### src/turing_machine_stepper_top_assert.svh
// Assertion macros used by the Turing machine stepper RTL.
`ifndef TURING_MACHINE_STEPPER_TOP_ASSERT_SVH
`define TURING_MACHINE_STEPPER_TOP_ASSERT_SVH

// The expression must hold at every clock edge outside reset.
`define TMS_CHECK(label, expr, msg) \
   label: assert property (@(posedge clock) disable iff (reset) (expr)) \
      else $error(msg);

// When the antecedent holds, the consequent must hold at the next clock edge.
`define TMS_CHECK_NEXT(label, ante, cons, msg) \
   label: assert property (@(posedge clock) disable iff (reset) (ante) |=> (cons)) \
      else $error(msg);

`endif

### src/tms_ram.sv
// Generic single-port-write, single-port-read RAM with registered read data.
`timescale 1ns / 1ps

module tms_ram #(
   parameter int WIDTH = 1,
   parameter int DEPTH = 16
) (
   input  logic                     clock,
   input  logic                     wr_en,
   input  logic [$clog2(DEPTH)-1:0] wr_addr,
   input  logic [WIDTH-1:0]         wr_data,
   input  logic                     rd_en,
   input  logic [$clog2(DEPTH)-1:0] rd_addr,
   output logic [WIDTH-1:0]         rd_data
);

   logic [WIDTH-1:0] mem_ff [DEPTH];
   logic [WIDTH-1:0] rd_data_ff;

   always_ff @(posedge clock) begin
      if (wr_en) begin
         mem_ff[wr_addr] <= wr_data;
      end
      if (rd_en) begin
         rd_data_ff <= mem_ff[rd_addr];
      end
   end

   assign rd_data = rd_data_ff;

endmodule

### config.mk
export PLATFORM = sky130hd
export DESIGN_NAME = tms_ram
export DESIGN_NICKNAME = d
export VERILOG_FILES = /design/src/turing_machine_stepper_top_assert.svh /design/src/tms_ram.sv
export SDC_FILE = /design/constraint.sdc
export NUM_CORES = 1
export LEC_CHECK = 0
export BUFFER_PORTS_ARGS = -buffer_cell sky130_fd_sc_hd__buf_2
export CORE_AREA = 3 3 48 50
export CTS_CLUSTER_DIAMETER = 50
export CTS_CLUSTER_SIZE = 14
export DETAILED_ROUTE_END_ITERATION = 16
export DIE_AREA = 0 0 51 53
export HOLD_SLACK_MARGIN = 0.02
export PLACE_DENSITY = 0.58
export SYNTH_ARGS = -nofsm -noshare
export SYNTH_HDL_FRONTEND = slang
export SYNTH_SLANG_ARGS = --single-unit
### constraint.sdc
create_clock -name clock -period 1.52 [get_ports clock]
set_input_delay 0.38 -clock clock [delete_from_list [all_inputs] [get_ports clock]]
set_output_delay 0.38 -clock clock [all_outputs]
set_load 0.1 [all_outputs]
=== After elaboration in Yosys (flattened, before gate mapping) ===
Memories as Yosys holds them, arrays and structs flattened. A register that Yosys moved wholly into a read port is not among the register bits.
Index checks and enable logic that the tools add are counted.

* Mux-type cells: 2

{| class="wikitable"
|+ Operators by type and width
! cell !! number
|-
| two-way mux 1 bit || 2
|}

* Register bits after elaboration: 0
* RAM bits: 16
* Input port bits: 12
* Output and inout bits: 1
* Logic and storage cells: 3
* Memories: 1

{| class="wikitable"
|+ Memory list
! name !! depth !! width !! rd ports !! clocked after memory_dff !! write ports !! RTL line !! source
|-
| mem_ff || 16 || 1 || 1 || 1 || 1 || tms_ram.sv:17 || <nowiki>logic [WIDTH-1:0] mem_ff [DEPTH];</nowiki>
|}

=== Logic depth before layout (Yosys ltp) ===
Gate-level depths: netlist (run 1).

* Word-level depth: 2
* Gate-level depth with buffers: 3
* Gate-level depth less buffers: 3

=== Least setup slack after synthesis (run 1) ===
OpenSTA, ideal clock, no wires.

* Kind: input-to-reg
* From: input port rd_addr[0]
* To: register rd_data_ff, in the netlist rd_data, read port of mem_ff, data pin
* Setup time: 261 ps
* Data arrival time: 1093 ps
* Required time: 1259 ps
* Setup slack: 166 ps
* Stages: 3
* Path buffers: 0
* Cell sequence: mux4_1 mux2i_1 mux2i_1

{| class="wikitable"
|+ RTL lines
! item !! RTL line !! source
|-
| start, declared || tms_ram.sv:13 || <nowiki>input logic [$clog2(DEPTH)-1:0] rd_addr,</nowiki>
|-
| end, declared || tms_ram.sv:18 || <nowiki>logic [WIDTH-1:0] rd_data_ff;</nowiki>
|}

=== Worst setup path after layout (run 1) ===
* From: register rd_data_ff, in the netlist rd_data, read port of mem_ff
* To: output port rd_data

{| class="wikitable"
|+ RTL lines
! item !! RTL line !! source
|-
| end, declared || tms_ram.sv:14 || <nowiki>output logic [WIDTH-1:0] rd_data</nowiki>
|}

No word-level cell between the ends.

==> flow_summary.toml, run 1 <==
[global_routing]
globalRoute.totalOverflow = 0
grt_start_max_net_pins = 17
number_of_antenna_violations_at_the_first_check_in_global_routing = 0
global_route_wire_length_before_repair_um = 1980
first_global_vias = 455
grt_resource_usage_total_pct = 10.7

[logic_synthesis]
synthMostInstantiatedCell = "sky130_fd_sc_hd__edfxtp_1"
post_synth_inst_count = 47
netlist_top_cells_count = "sky130_fd_sc_hd__edfxtp_1 (17), sky130_fd_sc_hd__nor2_1 (12), sky130_fd_sc_hd__mux4_1 (4), sky130_fd_sc_hd__nor3_1 (4), sky130_fd_sc_hd__mux2i_1 (3)"
synth_seq_cells = 17
synth-main-ff-cell = "sky130_fd_sc_hd__edfxtp_1"
syn_area_per_cell_sq_um = 16.1
postSynthNetCount = 59
synth_largest_type_area_fraction_pct = 67.5
syn-cell-area_sq_um = 756
synth_edf_count = 17
synthDistinctLibCells = 10
cell_types_with_the_largest_area_share_after_synthesis = "sky130_fd_sc_hd__edfxtp_1 (68%), sky130_fd_sc_hd__mux4_1 (14%), sky130_fd_sc_hd__nor2_1 (6.0%)"
proportion_of_synthesized_chip_area_in_sequential_cells_pct = 67.5
ffs_w_async_s_r_synth_pct = 0
synth.largest_area_cell = "sky130_fd_sc_hd__edfxtp_1"
synth.yosys.warnings = 0

[critical_path]
cp-start-kind = "flip-flop"
cp_cell_sequence = "buf_2"
setup.worst_path.class = "reg -> out"
worst-endpoint-arrival_ps = 1030
critical_path.n_buffers_inverters = 1
worst_path_dominant_cell_family = "buffers and inverters"
slowest_cell_on_the_critical_path = "sky130_fd_sc_hd__buf_2"
cp-end-kind = "primary output"
max_stage_delay_ps = 420
req_time_crit_path_ps = 1140
path_max_fanout = 1

[die]
io_pins = 13
design.core.area_sq_um = 1940
floorplan.die.height_um = 53
dieWidth_um = 51
initial_utilization_pct = 38.9
fp-row-count = 16
die-area_sq_um = 2700

[clock_network]
cts_buffer_depth = 2
cts_tree = "built"
numClockSinks = 17
clock_tree.htree_level_count = 1
insertion_delay_ps = 290
post_cts_hold_buffer_count = 0
cts.repair.resized = 0
cts_made_buffers = 3
clock-root-buffer = "sky130_fd_sc_hd__clkbuf_4"
postcts_setup_bufs = 0
clkTransAtPathRegs_ps = 100

[timing]
timing_max_transition_violations_final = 0
final_clock_period_utilization_by_the_worst_path_pct = 93.0
slew_headroom_pct = 67.9
final.hold.worst_slack_ps = 285
final-setup-viol-count = 0
final-hold-violation-count = 0
finalCriticalPeriod_ps = 1410
timing.clock.skew_ps = 5.47
clock.fmax_mhz = 707
setup_repair_after_global_routing_missed_its_margin = "no"
worst_slew_pin_slew_ps = 484

[route]
avgRoutedWirePerCell_um = 13.4
drt_pre_antenna_iters = 4
vias = 459
detailedRoute.firstIterationViolations = 14
drt_wl_total_um = 1230
postRouteAntennaNets = 0
drc_viols = 0
routed_via_density = 4.99

[min_path]
min_path_type = "in -> reg"

[finish]
fill_cells = 174
drive_gt1_share_pct = 27.7
layout-area-overhead-vs-synth_pct = 17.9
fin_nets = 78
num_antenna_cells = 0
final_core_occ_pct = 45.9

[place]
buffer_ports.inserted = 12
globalplace.congestion = 0.685

[job]
number_of_max_capacitance_violations_reported = 0

[power]
power-per-cell-area_nw_per_um2 = 961
power.leakage_nw = 0.318
ir_drop_mv = 0.558

[status]
status = "finished, final reports clean"
## cell usage in the layout, fill, tap and decap left out, drive strengths merged
master   n
clkbuf   4
mux4     4
edfxtp  17
nand2    1
nand3    1
mux2i    3
nand2b   2
or3b     1
nor3     4
nor2    12
nand3b   2
buf     14
## flip-flops by register name, indices dropped and copies added, names as in the netlist
name	cells
rd_data	1
mem_ff	16
## worst register-to-register path: stages (launching register included)
cell and delay [ps]:
sky130_fd_sc_hd__edfxtp_1 400, sky130_fd_sc_hd__mux4_1 490, sky130_fd_sc_hd__mux2i_1 150, sky130_fd_sc_hd__mux2i_1 90
## stage by stage
step / power (mW) / setup slack (ps) / setup TNS, ps / instances / instance area, sq um
finish: 0.856 / 106 / 0 / 92 / 891
global route: 0.893 / 69.7 / 0 / 92 / 891
CTS: 0.869 / 86.5 / 0 / 92 / 891
detailed placement: 0.631 / -71.0 / -71.0 / 88 / 865
global placement: 0.629 / -41.7 / -41.7 / 88 / 865
floorplan: 0.590 / 166 / 0 / 47 / 756
## layout make-up
class	count	area, sq um	share of cell area [%]
clock buffers	4	26.3	2.95
multi-input cells	30	245	27.5
repair buffers	14	75.1	8.43
flip-flops and latches	17	510	57.3
well taps	27	33.8	3.79
## power by group
| group | internal [mW] | total, mW | switching [mW] |
|---|---|---|---|
| clock | 0.102 | 0.236 | 0.135 |
| combinational | 0.0357 | 0.0895 | 0.0538 |
| sequential | 0.527 | 0.530 | 0.00252 |
| total | 0.665 | 0.856 | 0.191 |
## cell families after synthesis
group / Yosys count / synth area share, %
multiplexers: 7 / 17.9
AND/OR/NAND/NOR: 23 / 14.6
flip-flops: 17 / 67.5
## worst paths after layout
kind | from | endpoint | slack (ps) | cells past startpoint
worst min-delay path | rd_en | rd_data$_DFFE_PP_ | 280 | 1
worst max-delay path | rd_data$_DFFE_PP_ | rd_data | 110 | 1
worst max register to register | mem_ff[4]$_DFFE_PP_ | rd_data$_DFFE_PP_ | 160 | 3
worst min register to register | mem_ff[11]$_DFFE_PP_ | rd_data$_DFFE_PP_ | 810 | 3
## metal layers
layer / GRT usage [%] / vias up / part of all wire, %
met4: 9.42 / 0 / 1.5
met3: 2.82 / 2 / 4.8
li1: - / 223 / -
met5: 0 / - / 0
met2: 17.0 / 12 / 47
met1: 11.8 / 222 / 47
No activity file was read; power rests on OpenSTA's default activity.
==> run 2: changes to the inputs <==
Settings changed: CTS_BUF_LIST set to sky130_fd_sc_hd__clkbuf_16, MAX_ROUTING_LAYER set to met4.
==> flow_summary.toml, run 2 (same netlist as run 1, synthesis figures left out) <==
[place]
buffer_ports.inserted = 12
globalplace.congestion = 0.693
dpl.cell_count = 88
detailed_place.area_sq_um = 865

[finish]
layout-area-overhead-vs-synth_pct = 24.8
sequential_cell_area_sq_um = 510
fin_nets = 78
largest_register_ff_count = 16
final-instance-count-excl-fill = 92
mostFrequentLayoutCell = "sky130_fd_sc_hd__edfxtp_1"
final_area_sq_um = 943
fill_cells = 172
multi_input_gate_area_sq_um = 245
final_cell_mix = "sky130_fd_sc_hd__edfxtp_1 (17), sky130_fd_sc_hd__nor2_1 (12), sky130_fd_sc_hd__buf_2 (12), sky130_fd_sc_hd__nor3_1 (4), sky130_fd_sc_hd__mux4_1 (4)"
num_antenna_cells = 0
regMostFlops = "mem_ff"
drive_gt1_share_pct = 27.7

[critical_path]
cp_cell_sequence = "buf_2"
max_stage_delay_ps = 420
rr_endpoint = "rd_data$_DFFE_PP_"
cp-start-kind = "flip-flop"
start_of_the_worst_register_to_register_path = "mem_ff[4]$_DFFE_PP_"
slowest_cell_on_the_critical_path = "sky130_fd_sc_hd__buf_2"
worst-endpoint-arrival_ps = 970
timing.reg2reg.worst_path_depth = 3
worst_path_dominant_cell_family = "buffers and inverters"
cp-end-kind = "primary output"
critical_path.n_buffers_inverters = 1
regToRegSetupSlack_ps = 170
path_max_fanout = 1
setup.worst_path.class = "reg -> out"
req_time_crit_path_ps = 1140

[status]
status = "finished, final reports clean"

[route]
routed_via_density = 4.87
postRouteAntennaNets = 0
wl_met2_um = 576
detailedRoute.firstIterationViolations = 16
avgRoutedWirePerCell_um = 13.1
vias = 448
drt_pre_antenna_iters = 4
routed-wl-met3_um = 57
top_signal_layer_used = "met3"
drc_viols = 0
drt_wl_total_um = 1210
met1_length_um = 572

[power]
ir_drop_mv = 0.685
cell_internal_power_mw = 0.913
power.leakage_nw = 0.345
switchingPower_mw = 0.213
sequentialPowerShare_pct = 47.2
power.share.clock_pct = 44.9
switching_power_as_a_share_of_total_power_pct = 18.9
combPwrFrac_pct = 7.9
power-per-cell-area_nw_per_um2 = 1190
p_total_mw = 1.13

[timing]
setup_repair_after_global_routing_missed_its_margin = "no"
timing_max_transition_violations_final = 0
clock.fmax_mhz = 738
final-hold-violation-count = 0
worst_slew_pin_slew_ps = 484
final_clock_period_utilization_by_the_worst_path_pct = 89.1
finalCriticalPeriod_ps = 1350
slew_headroom_pct = 67.9
timing.clock.skew_ps = 2.90
setup-tns-final_ps = 0
final-setup-viol-count = 0

[global_routing]
global_route_wire_length_before_repair_um = 1970
number_of_antenna_violations_at_the_first_check_in_global_routing = 0
globalRoute.totalOverflow = 0
first_global_vias = 457
grt_start_max_net_pins = 17
grt_resource_usage_total_pct = 10.4

[die]
die-area_sq_um = 2700
io_pins = 13
fp-row-count = 16
floorplan.die.height_um = 53
dieWidth_um = 51
design.core.area_sq_um = 1940
initial_utilization_pct = 38.9

[min_path]
whs_endpoint = "rd_data$_DFFE_PP_"
timing.hold.worst.start = "rd_en"
hold_depth = 1
min_path_type = "in -> reg"

[clock_network]
cts.repair.resized = 0
post_cts_hold_buffer_count = 0
clock-root-buffer = "sky130_fd_sc_hd__clkbuf_16"
cts_made_buffers = 3
postcts_setup_bufs = 0
clock_tree.htree_level_count = 1
insertion_delay_ps = 240
clkTransAtPathRegs_ps = 50
numClockSinks = 17
cts_tree = "built"
cts_buffer_depth = 2

[job]
number_of_max_capacitance_violations_reported = 0
## run 2: changes by cell type in the layout (fill, tap and decap cells not counted)
cell,delta
sky130_fd_sc_hd__clkbuf_4,-3
sky130_fd_sc_hd__inv_1,+1
sky130_fd_sc_hd__clkbuf_1,-1
sky130_fd_sc_hd__clkbuf_16,+3
## run 2: through the flow
step / hold WS, ps / worst slack [ps] / utilization (%)
after floorplan: 479 / 166 / -
after global placement: 589 / -41.7 / 44.5
after detailed placement: 585 / -71.0 / 44.5
after CTS: 332 / 149 / 48.6
after global routing: 331 / 96.9 / 48.6
final: 334 / 166 / 48.6
## run 2: cell type report
cell class / count / share of cell area (%)
Tap cell: 27 / 3.58
Clock buffer: 3 / 7.96
Clock inverter: 1 / 0.398
Timing Repair Buffer: 14 / 7.96
Multi-Input combinational cell: 30 / 26.0
Sequential cell: 17 / 54.1
## run 2: layer usage
layer / track usage [%] / vias to the layer above
li1: - / 222
met1: 11.7 / 214
met2: 17.2 / 12
met3: 2.82 / 0
met4: 5.38 / 0
met5: - / -
## run 2: power groups by stage
| stage | Combinational [mW] | Clock (mW) | Sequential (mW) |
|---|---|---|---|
| finish | 0.0891 | 0.506 | 0.532 |
| global route | 0.0971 | 0.536 | 0.532 |
| CTS | 0.0905 | 0.519 | 0.532 |
| detailed placement | 0.0904 | 0 | 0.541 |
| global placement | 0.0887 | 0 | 0.541 |
| floorplan | 0.0323 | 0 | 0.557 |
## run 2: worst max-delay path by stage
stage	start	to	slack, ps	cells after the start
floorplan	rd_addr[0]	rd_data$_DFFE_PP_	170	3
global placement	rd_addr[0]	rd_data$_DFFE_PP_	-40	4
detailed placement	rd_addr[0]	rd_data$_DFFE_PP_	-70	4
CTS	mem_ff[13]$_DFFE_PP_	rd_data$_DFFE_PP_	150	3
global route	mem_ff[4]$_DFFE_PP_	rd_data$_DFFE_PP_	100	3
finish	rd_data$_DFFE_PP_	rd_data	170	1
